<file path="src/rtl/ppse_pkg.sv">
`timescale 1ns / 1ps
// ----------------------------------------------------------------------------
// ppse_pkg
// Shared types and field widths for the priority schedule evaluator.
// ----------------------------------------------------------------------------
package ppse_pkg;

  localparam int ARR_W   = 16;
  localparam int BURST_W = 16;
  localparam int PRI_W   = 8;
  localparam int WAIT_W  = 20;
  localparam int TAT_W   = 21;
  localparam int IDX_W   = 4;

  localparam logic [WAIT_W-1:0] WAIT_MAX = '1;

  typedef enum logic [2:0] {
    ST_LOAD,
    ST_SCAN,
    ST_SCAN_END,
    ST_EXEC,
    ST_EMIT_RD,
    ST_EMIT_LD
  } state_t;

  // controller to datapath
  typedef struct packed {
    logic load;      // input transfer
    logic start;     // input transfer carrying the last flag
    logic scan_rd;   // read next entry for the priority scan
    logic exec;      // apply the scan outcome
    logic emit_rd;   // read next entry for a result
    logic out_load;  // fill the output register
    logic clear;     // set finished, drop the loaded processes
  } cmd_t;

  // datapath to controller
  typedef struct packed {
    logic idx_last;
    logic last_finish;
    logic emit_last;
    logic out_free;
  } status_t;

endpackage

</file>
<file path="src/rtl/preemptive_priority_schedule_eval.sv">
`timescale 1ns / 1ps
// ----------------------------------------------------------------------------
// preemptive_priority_schedule_eval
// Loads a set of processes, runs a preemptive priority schedule over it and
// returns waiting and turnaround time for each process in load order.
//
//   Channel  Dir  Transfer payload
//   s_axis   in   one process; tlast closes the set and starts the run
//   m_axis   out  one result per process; tlast on the final one
//
// Loading accepts one process per cycle. After the closing transfer, each
// scheduling step (up to the next arrival or completion) reads all n loaded
// processes, drains the last read and applies one update; there are at most 2n
// steps. Each result is read, then loaded into the output register when free.
// s_axis_tready is low from the closing transfer until the last result is in
// the output register. Reset clears control only; stores are rewritten per set.
// ----------------------------------------------------------------------------
module preemptive_priority_schedule_eval #(
  parameter int MAX_PROCS = 16
) (
  input  logic        clk,
  input  logic        rst,
  input  logic        s_axis_tvalid,
  output logic        s_axis_tready,
  input  logic [39:0] s_axis_tdata,   // arrival_time, burst_time, priority_level
  input  logic        s_axis_tlast,   // last_process
  output logic        m_axis_tvalid,
  input  logic        m_axis_tready,
  output logic [47:0] m_axis_tdata,   // process_index, waiting_time, turnaround_time
  output logic        m_axis_tlast    // last_result
);

  ppse_pkg::cmd_t    cmd;
  ppse_pkg::status_t status;

  logic [ppse_pkg::IDX_W-1:0]  process_index;
  logic [ppse_pkg::WAIT_W-1:0] waiting_time;
  logic [ppse_pkg::TAT_W-1:0]  turnaround_time;

  ppse_ctrl u_ctrl (
    .clk      (clk),
    .rst      (rst),
    .in_valid (s_axis_tvalid),
    .in_last  (s_axis_tlast),
    .in_ready (s_axis_tready),
    .status   (status),
    .cmd      (cmd)
  );

  ppse_dp #(
    .MAX_PROCS (MAX_PROCS)
  ) u_dp (
    .clk             (clk),
    .rst             (rst),
    .cmd             (cmd),
    .status          (status),
    .arrival_time    (s_axis_tdata[15:0]),
    .burst_time      (s_axis_tdata[31:16]),
    .priority_level  (s_axis_tdata[39:32]),
    .out_valid       (m_axis_tvalid),
    .out_ready       (m_axis_tready),
    .process_index   (process_index),
    .waiting_time    (waiting_time),
    .turnaround_time (turnaround_time),
    .last_result     (m_axis_tlast)
  );

  assign m_axis_tdata = {3'b000, turnaround_time, waiting_time, process_index};

endmodule

</file>
<file path="src/rtl/ppse_ctrl.sv">
`timescale 1ns / 1ps
// ----------------------------------------------------------------------------
// ppse_ctrl
// Sequencer: load, scan/execute loop, then result emission.
// ----------------------------------------------------------------------------
module ppse_ctrl (
  input  logic               clk,
  input  logic               rst,
  input  logic               in_valid,
  input  logic               in_last,
  output logic               in_ready,
  input  ppse_pkg::status_t  status,
  output ppse_pkg::cmd_t     cmd
);

  ppse_pkg::state_t state, state_next;

  always_ff @(posedge clk) begin
    if (rst) begin
      state <= ppse_pkg::ST_LOAD;
    end else begin
      state <= state_next;
    end
  end

  always_comb begin
    state_next = state;
    cmd        = '0;
    in_ready   = 1'b0;
    case (state)
      ppse_pkg::ST_LOAD: begin
        in_ready = 1'b1;
        if (in_valid) begin
          cmd.load = 1'b1;
          if (in_last) begin
            cmd.start  = 1'b1;
            state_next = ppse_pkg::ST_SCAN;
          end
        end
      end
      ppse_pkg::ST_SCAN: begin
        cmd.scan_rd = 1'b1;
        if (status.idx_last) begin
          state_next = ppse_pkg::ST_SCAN_END;
        end
      end
      // last read data is evaluated here
      ppse_pkg::ST_SCAN_END: begin
        state_next = ppse_pkg::ST_EXEC;
      end
      ppse_pkg::ST_EXEC: begin
        cmd.exec = 1'b1;
        if (status.last_finish) begin
          state_next = ppse_pkg::ST_EMIT_RD;
        end else begin
          state_next = ppse_pkg::ST_SCAN;
        end
      end
      ppse_pkg::ST_EMIT_RD: begin
        if (status.out_free) begin
          cmd.emit_rd = 1'b1;
          state_next  = ppse_pkg::ST_EMIT_LD;
        end
      end
      ppse_pkg::ST_EMIT_LD: begin
        cmd.out_load = 1'b1;
        if (status.emit_last) begin
          cmd.clear  = 1'b1;
          state_next = ppse_pkg::ST_LOAD;
        end else begin
          state_next = ppse_pkg::ST_EMIT_RD;
        end
      end
      default: begin
        state_next = ppse_pkg::ST_LOAD;
      end
    endcase
  end

endmodule

</file>
<file path="src/rtl/ppse_dp.sv">
`timescale 1ns / 1ps
// ----------------------------------------------------------------------------
// ppse_dp
// Process stores, scan registers, tick counter and output register.
// ----------------------------------------------------------------------------
module ppse_dp #(
  parameter int MAX_PROCS = 16
) (
  input  logic                            clk,
  input  logic                            rst,
  input  ppse_pkg::cmd_t                  cmd,
  output ppse_pkg::status_t               status,
  input  logic [ppse_pkg::ARR_W-1:0]      arrival_time,
  input  logic [ppse_pkg::BURST_W-1:0]    burst_time,
  input  logic [ppse_pkg::PRI_W-1:0]      priority_level,
  output logic                            out_valid,
  input  logic                            out_ready,
  output logic [ppse_pkg::IDX_W-1:0]      process_index,
  output logic [ppse_pkg::WAIT_W-1:0]     waiting_time,
  output logic [ppse_pkg::TAT_W-1:0]      turnaround_time,
  output logic                            last_result
);

  localparam int CNT_W  = $clog2(MAX_PROCS + 1);
  localparam int AW     = (MAX_PROCS > 1) ? $clog2(MAX_PROCS) : 1;
  // finish tick never exceeds (MAX_PROCS + 1) * 65535
  localparam int TICK_W = ppse_pkg::BURST_W + $clog2(MAX_PROCS + 2);
  localparam int DIFF_W = (TICK_W > ppse_pkg::TAT_W) ? TICK_W : ppse_pkg::TAT_W;
  localparam int ENT_W  = ppse_pkg::PRI_W + ppse_pkg::BURST_W + ppse_pkg::ARR_W;

  localparam logic [CNT_W-1:0] CNT_ONE = CNT_W'(1);
  localparam logic [CNT_W-1:0] CNT_MAX = CNT_W'(MAX_PROCS);

  // stores
  logic [ENT_W-1:0]               proc_mem [MAX_PROCS];
  logic [ppse_pkg::BURST_W-1:0]   rem_mem  [MAX_PROCS];
  logic [ppse_pkg::WAIT_W-1:0]    wait_mem [MAX_PROCS];

  logic [ENT_W-1:0]               proc_q;
  logic [ppse_pkg::BURST_W-1:0]   rem_q;
  logic [ppse_pkg::WAIT_W-1:0]    wait_q;
  logic [CNT_W-1:0]               rd_idx_q;

  logic [CNT_W-1:0]               count;
  logic [CNT_W-1:0]               completed;
  logic [CNT_W-1:0]               idx;
  logic [TICK_W-1:0]              tick;
  logic                           scan_vld;

  // scan results
  logic                           found;
  logic                           have_next;
  logic [ppse_pkg::PRI_W-1:0]     best_pri;
  logic [ppse_pkg::BURST_W-1:0]   best_rem;
  logic [ppse_pkg::ARR_W-1:0]     best_arr;
  logic [ppse_pkg::BURST_W-1:0]   best_burst;
  logic [AW-1:0]                  pick;
  logic [ppse_pkg::ARR_W-1:0]     next_arr;

  logic                           full;
  logic                           load_wr;
  logic [ppse_pkg::BURST_W-1:0]   burst_fix;
  logic                           rd_en;
  logic [AW-1:0]                  rd_addr;

  logic [ppse_pkg::ARR_W-1:0]     q_arr;
  logic [ppse_pkg::BURST_W-1:0]   q_burst;
  logic [ppse_pkg::PRI_W-1:0]     q_pri;
  logic                           arrived;
  logic                           take;
  logic                           sooner;

  logic [TICK_W-1:0]              gap;
  logic                           finish;
  logic [ppse_pkg::BURST_W-1:0]   run_len;
  logic [TICK_W-1:0]              tick_step;
  logic [DIFF_W-1:0]              used;
  logic [DIFF_W-1:0]              fin;
  logic [DIFF_W-1:0]              wdiff;
  logic [ppse_pkg::WAIT_W-1:0]    wait_val;

  logic                           rem_we;
  logic [AW-1:0]                  rem_waddr;
  logic [ppse_pkg::BURST_W-1:0]   rem_wdata;
  logic                           wait_we;
  logic [CNT_W+ppse_pkg::IDX_W-1:0] idx_ext;

  assign full      = (count == CNT_MAX);
  assign load_wr   = cmd.load && !full;
  assign burst_fix = (burst_time == '0) ? ppse_pkg::BURST_W'(1) : burst_time;
  assign rd_en     = cmd.scan_rd || cmd.emit_rd;
  assign rd_addr   = idx[AW-1:0];

  assign q_arr   = proc_q[ppse_pkg::ARR_W-1:0];
  assign q_burst = proc_q[ppse_pkg::ARR_W +: ppse_pkg::BURST_W];
  assign q_pri   = proc_q[ppse_pkg::ARR_W+ppse_pkg::BURST_W +: ppse_pkg::PRI_W];

  // strict compare keeps ties on the lower index
  assign arrived = (TICK_W'(q_arr) <= tick);
  assign take    = arrived && (rem_q != '0) && (!found || (q_pri < best_pri));
  assign sooner  = !arrived && (!have_next || (q_arr < next_arr));

  // run the picked process up to its end or the next arrival
  assign gap       = TICK_W'(next_arr) - tick;
  assign finish    = !have_next || (gap >= TICK_W'(best_rem));
  assign run_len   = finish ? best_rem : gap[ppse_pkg::BURST_W-1:0];
  assign tick_step = tick + TICK_W'(run_len);

  // wait only matters on completion, where the run covers all of best_rem
  assign used  = DIFF_W'(best_burst) + DIFF_W'(best_arr);
  assign fin   = DIFF_W'(tick) + DIFF_W'(best_rem);
  assign wdiff = (fin > used) ? (fin - used) : '0;
  assign wait_val = (wdiff > DIFF_W'(ppse_pkg::WAIT_MAX)) ? ppse_pkg::WAIT_MAX
                                                          : wdiff[ppse_pkg::WAIT_W-1:0];

  assign rem_we    = load_wr || (cmd.exec && found);
  assign rem_waddr = load_wr ? count[AW-1:0] : pick;
  assign rem_wdata = load_wr ? burst_fix : (best_rem - run_len);
  assign wait_we   = cmd.exec && found && finish;

  assign status.idx_last    = (idx == count - CNT_ONE);
  assign status.last_finish = found && finish && (completed == count - CNT_ONE);
  assign status.emit_last   = (rd_idx_q == count - CNT_ONE);
  assign status.out_free    = !out_valid || out_ready;

  always_ff @(posedge clk) begin
    if (load_wr) begin
      proc_mem[count[AW-1:0]] <= {priority_level, burst_fix, arrival_time};
    end
    if (rem_we) begin
      rem_mem[rem_waddr] <= rem_wdata;
    end
    if (wait_we) begin
      wait_mem[pick] <= wait_val;
    end
    if (rd_en) begin
      proc_q   <= proc_mem[rd_addr];
      rem_q    <= rem_mem[rd_addr];
      wait_q   <= wait_mem[rd_addr];
      rd_idx_q <= idx;
    end
  end

  // counters and tick
  always_ff @(posedge clk) begin
    if (rst) begin
      count     <= '0;
      completed <= '0;
      idx       <= '0;
      tick      <= '0;
      scan_vld  <= 1'b0;
    end else begin
      scan_vld <= cmd.scan_rd;
      if (cmd.clear) begin
        count <= '0;
      end else if (load_wr) begin
        count <= count + CNT_ONE;
      end
      if (cmd.start || cmd.exec) begin
        idx <= '0;
      end else if (rd_en) begin
        idx <= idx + CNT_ONE;
      end
      if (cmd.start) begin
        tick      <= '0;
        completed <= '0;
      end else if (cmd.exec) begin
        if (found) begin
          tick <= tick_step;
          if (finish) begin
            completed <= completed + CNT_ONE;
          end
        end else begin
          tick <= TICK_W'(next_arr);
        end
      end
    end
  end

  // priority scan, one entry per cycle
  always_ff @(posedge clk) begin
    if (rst) begin
      found     <= 1'b0;
      have_next <= 1'b0;
    end else if (cmd.start || cmd.exec) begin
      found     <= 1'b0;
      have_next <= 1'b0;
    end else if (scan_vld) begin
      if (take) begin
        found <= 1'b1;
      end
      if (sooner) begin
        have_next <= 1'b1;
      end
    end
  end

  always_ff @(posedge clk) begin
    if (scan_vld && take) begin
      best_pri   <= q_pri;
      best_rem   <= rem_q;
      best_arr   <= q_arr;
      best_burst <= q_burst;
      pick       <= rd_idx_q[AW-1:0];
    end
    if (scan_vld && sooner) begin
      next_arr <= q_arr;
    end
  end

  // output register
  assign idx_ext = {{ppse_pkg::IDX_W{1'b0}}, rd_idx_q};

  always_ff @(posedge clk) begin
    if (rst) begin
      out_valid <= 1'b0;
    end else if (cmd.out_load) begin
      out_valid <= 1'b1;
    end else if (out_ready) begin
      out_valid <= 1'b0;
    end
  end

  always_ff @(posedge clk) begin
    if (cmd.out_load) begin
      process_index   <= idx_ext[ppse_pkg::IDX_W-1:0];
      waiting_time    <= wait_q;
      turnaround_time <= ppse_pkg::TAT_W'(q_burst) + ppse_pkg::TAT_W'(wait_q);
      last_result     <= status.emit_last;
    end
  end

endmodule

</file>
<file path="config.mk">
export PLATFORM = sky130hd
export DESIGN_NAME = preemptive_priority_schedule_eval
export DESIGN_NICKNAME = d
export VERILOG_FILES = /design/src/rtl/ppse_pkg.sv /design/src/rtl/preemptive_priority_schedule_eval.sv /design/src/rtl/ppse_ctrl.sv /design/src/rtl/ppse_dp.sv
export SDC_FILE = /design/constraint.sdc
export NUM_CORES = 2
export LEC_CHECK = 0
export ABC_CLOCK_PERIOD_IN_PS = 6220
export BUFFER_PORTS_ARGS = -buffer_cell sky130_fd_sc_hd__buf_2
export CAP_MARGIN = 5
export CORE_AREA = 5 5 326 648
export CTS_BUF_LIST = sky130_fd_sc_hd__clkbuf_8
export CTS_CLUSTER_DIAMETER = 50
export CTS_CLUSTER_SIZE = 8
export DETAILED_ROUTE_END_ITERATION = 10
export DIE_AREA = 0 0 331 653
export GPL_TIMING_DRIVEN = 0
export SLEW_MARGIN = 15
export SYNTH_ARGS = -nofsm -noshare
export SYNTH_HDL_FRONTEND = slang
export SYNTH_HIERARCHICAL = 1
export SYNTH_SLANG_ARGS = --single-unit
export TNS_END_PERCENT = 50
</file>
<file path="constraint.sdc">
create_clock -name clk -period 6.22 [get_ports clk]
set_input_delay 1.244 -clock clk [delete_from_list [all_inputs] [get_ports clk]]
set_output_delay 1.244 -clock clk [all_outputs]
set_load 0.01 [all_outputs]
</file>
==> results.md <==
* Leakage at 23.33 nW
* Violated checks: setup timing
* Cts bufs inserted at 207
* Post-Syn Area per Cell at 19.05 µm²
* Transition time of the tightest slew-check pin at 1.298 ns
* Crit path arrival time at 7.30 ns
* Req. time, crit path at 6.87 ns
* CP bufs+invs at 3
* Final worst-path cycle share at 106.9%
* Setup crit start kind: flop
* Seq cells post-synth at 1462
* I/O pin total at 96
* Async S/R FF share, synth at 0%
* Max incr delay on CP at 0.41 ns
* Num Clock Sinks at 1462
* Count of endpoints failing hold in the final timing report at 0
* H-Tree Depth at 4
* Final design instance area without fill at 0.07229 mm²
* Number of max-slew violations in the final report at 0
* EDFF count, synth at 1419
* Total overflow reported by the global router at 0
* Global-route usage over all layers at 14.86%
* Worst-path cell with the longest stage delay: or3b_4
* Ys flop type: edfxtp_1
* Startpoint of the lowest-slack register-to-register path: u_dp/tick[0]
* Critical path startpoint: u_dp/tick[0]
* Final hold slack at 0.4269 ns
* Count of yosys warnings during synthesis at 6
* Cell Count, Final, Fillers Out at 6502
* Number of buffers added to fix hold violations after cts at 0
* Sequential element share of the synthesized area at 70.83%
* Remaining DRCs at 0
* End-of-flow core utilization at 35.13%
* Clk_skew at 0.08591 ns
* Final period demand of the worst path at 6.647 ns
* Placeable core region at 0.2058 mm²
* Antenna violations before repair at 17
* Cell Area, Synth at 0.06137 mm²
* Largest vdd supply drop at 0.0003889 V
* Wire length of the first global-routing pass at 233.7 mm
* Cell area after placement at 0.06747 mm²
* Worst path setup slack after routing at -0.4275 ns
* Drt total wl at 163.3 mm
* Relative slew slack at 13.44%
* Port Buffer Count at 92
* Cell chosen for the clock root: clkbuf_8
* Maxcap violations at 0
* Min-delay src: u_dp/idx[3]
* Nets@finish at 3902
* CP delay by family, top: compound AO/OA/AOI/OAI gates
* Placer congestion estimate at 0.8965
* Yosys cell types at 92
* Gate Count Post-Synth at 3221
* Count of endpoints failing setup in the final report at 119
* Die extent in y at 653 µm
* Count of antenna-violating nets left after detailed routing at 0
* Average wire length per cell after detail routing at 25.12 µm
* Outcome: finished with violations
* Via Count at 32981
* Power per cell area at 415.5 mW/mm²
* Vias in the first global route at 33701
* Mean number of vias per cell at 5.072
* Clock insertion delay at the later pin of the skew report at 0.95 ns
* Clock tree from TritonCTS: done
* Hold Path Class: flop to flop
* DRC marker count from the first detailed-route iteration at 3047
* Effective utilization at floorplan at 29.82%
* Clk slew on worst S/H paths at 0.07 ns
* Max FO, Critical Path at 8
* Layout overhead on the synthesized area at 17.79%
* Site Rows at 236
* Total instance count after detailed placement at 6148
* Crit path kind: flop to flop
* Drt pass-1 iters at 6
* Setup repair after global routing missed its margin: yes
* Layout cell share with drive strength beyond 1 at 29.44%
* Worst setup EP type: flop
* Pin count of the biggest net entering global routing at 48
* CTS Buffer Depth at 3
* Die width at 331 µm
* Total Power at 30.04 mW
* Detailed placer's ending HPWL at 112.6 mm
* Die area at 0.2161 mm²
* Max Freq at 150.4 MHz
==> power breakdown <==
part	total [mW]	switching, mW	internal, mW
Sequential	14.0	0.732	13.3
Clock	6.70	3.53	3.17
Combinational	9.29	5.72	3.57
==> cells by family after synthesis <==
group	Yosys count	share of synthesized area [%]
buf+inv	246	1.609
simple gates	430	3.474
xor+xnor	118	1.731
fa+ha+maj	179	3.735
mux	408	14.47
compound gates	377	4.143
flops	1462	70.83
other cells	1	0.006110
==> timing repair <==
| item | 4_1_cts | 5_1_grt |
|---|---|---|
| pin swaps | 35 | 45 |
| buffers inserted | 27 | 27 |
| gates cloned | 2 | 3 |
| endpoints found under the setup margin | 324 | 516 |
| gates resized for setup | 90 | 77 |
==> stage by stage <==
step | setup TNS [ns] | setup WS (ns)
global route | -62.88 | -0.6473
finish | -33.87 | -0.4275
floorplan | -0.3157 | -0.02477
CTS | -56.09 | -0.5251
global placement | -1064.32 | -3.519
detailed placement | -347.00 | -2.269
==> cells in the mapped netlist (7+ instances only) <==
cell	number	share of area, %
or3_1	7	0.071
o21ai_2	7	0.10
o211ai_1	9	0.11
a31oi_1	16	0.16
fa_1	7	0.23
inv_1	105	0.64
nand2b_1	28	0.29
xor2_1	45	0.64
nand2_1	79	0.48
nand4_1	18	0.18
ha_1	172	3.5
a21o_1	40	0.49
o21a_1	26	0.32
nor2_1	147	0.90
nor2b_1	17	0.17
mux2_2	11	0.20
dfxtp_1	43	1.4
clkbuf_1	97	0.59
buf_1	32	0.20
edfxtp_1	1419	69
and3_1	14	0.14
o31ai_1	9	0.11
nor3_1	31	0.25
nor4_1	11	0.11
o21ai_1	7	0.057
nand3_1	31	0.25
xnor2_1	70	1.0
mux2i_1	11	0.18
a21oi_1	99	0.81
o21ai_0	75	0.61
mux4_2	380	14
a211oi_1	24	0.29
==> cells in the final DEF (no fill, tap or decap), drive strengths merged, types with 6 or more instances in the layout <==
master	instances
or3	8
mux2i	11
and3	16
dfxtp	43
a211oi	25
nand2b	28
fa	7
o21bai	6
nor4	11
o41ai	6
o21ai	90
and2	7
mux4	380
nand3	32
or2	6
clkbuf	315
o31ai	9
nor2b	17
o21a	26
nor3	34
a31oi	16
ha	172
edfxtp	1419
clkinv	10
xnor2	71
mux2	18
a21o	41
xor2	46
a21oi	100
buf	277
nor2	148
inv	176
nand4	18
o211ai	11
a211o	6
nand2	80
==> routing by layer <==
| layer | wire length [µm] | up-vias | global-route usage (%) |
|---|---|---|---|
| li1 | - | 14003 | - |
| met2 | 78410 | 1382 | 23.87 |
| met1 | 66140 | 17289 | 19.80 |
| met5 | 94 | - | 0 |
| met4 | 5023 | 14 | 4.631 |
| met3 | 13660 | 293 | 3.961 |
==> final timing paths <==
path                                            end  slack (ns)  cells past startpoint
worst min-delay path               u_dp/rd_idx_q[3]        0.43                      0
worst max register to register  u_dp/rem_mem[2][15]       -0.43                     30
worst max-delay path            u_dp/rem_mem[2][15]       -0.43                     30
worst min register to register     u_dp/rd_idx_q[3]        0.43                      0
==> registers in the layout (all words and copies together), names as in the netlist, 20 cells and up <==
| signal | count |
|---|---|
| u_dp/tick | 21 |
| u_dp/wait_q | 20 |
| u_dp/proc_mem | 640 |
| u_dp/waiting_time | 20 |
| u_dp/rem_mem | 256 |
| u_dp/turnaround_time | 21 |
| u_dp/wait_mem | 320 |
| u_dp/proc_q | 40 |
==> final cells by class <==
type	instances	area [µm²]
Clock inverter	86	533.0
Timing Repair Buffer	244	2885
Inverter	106	397.9
Clock buffer	209	2877
Sequential cell	1462	43480
Fill cell	19072	133500
Buffer	140	638.1
Tap cell	2737	3425
Antenna cell	1	2.502
Multi-Input combinational cell	1517	18050
No activity file was read; power rests on OpenSTA's default activity.
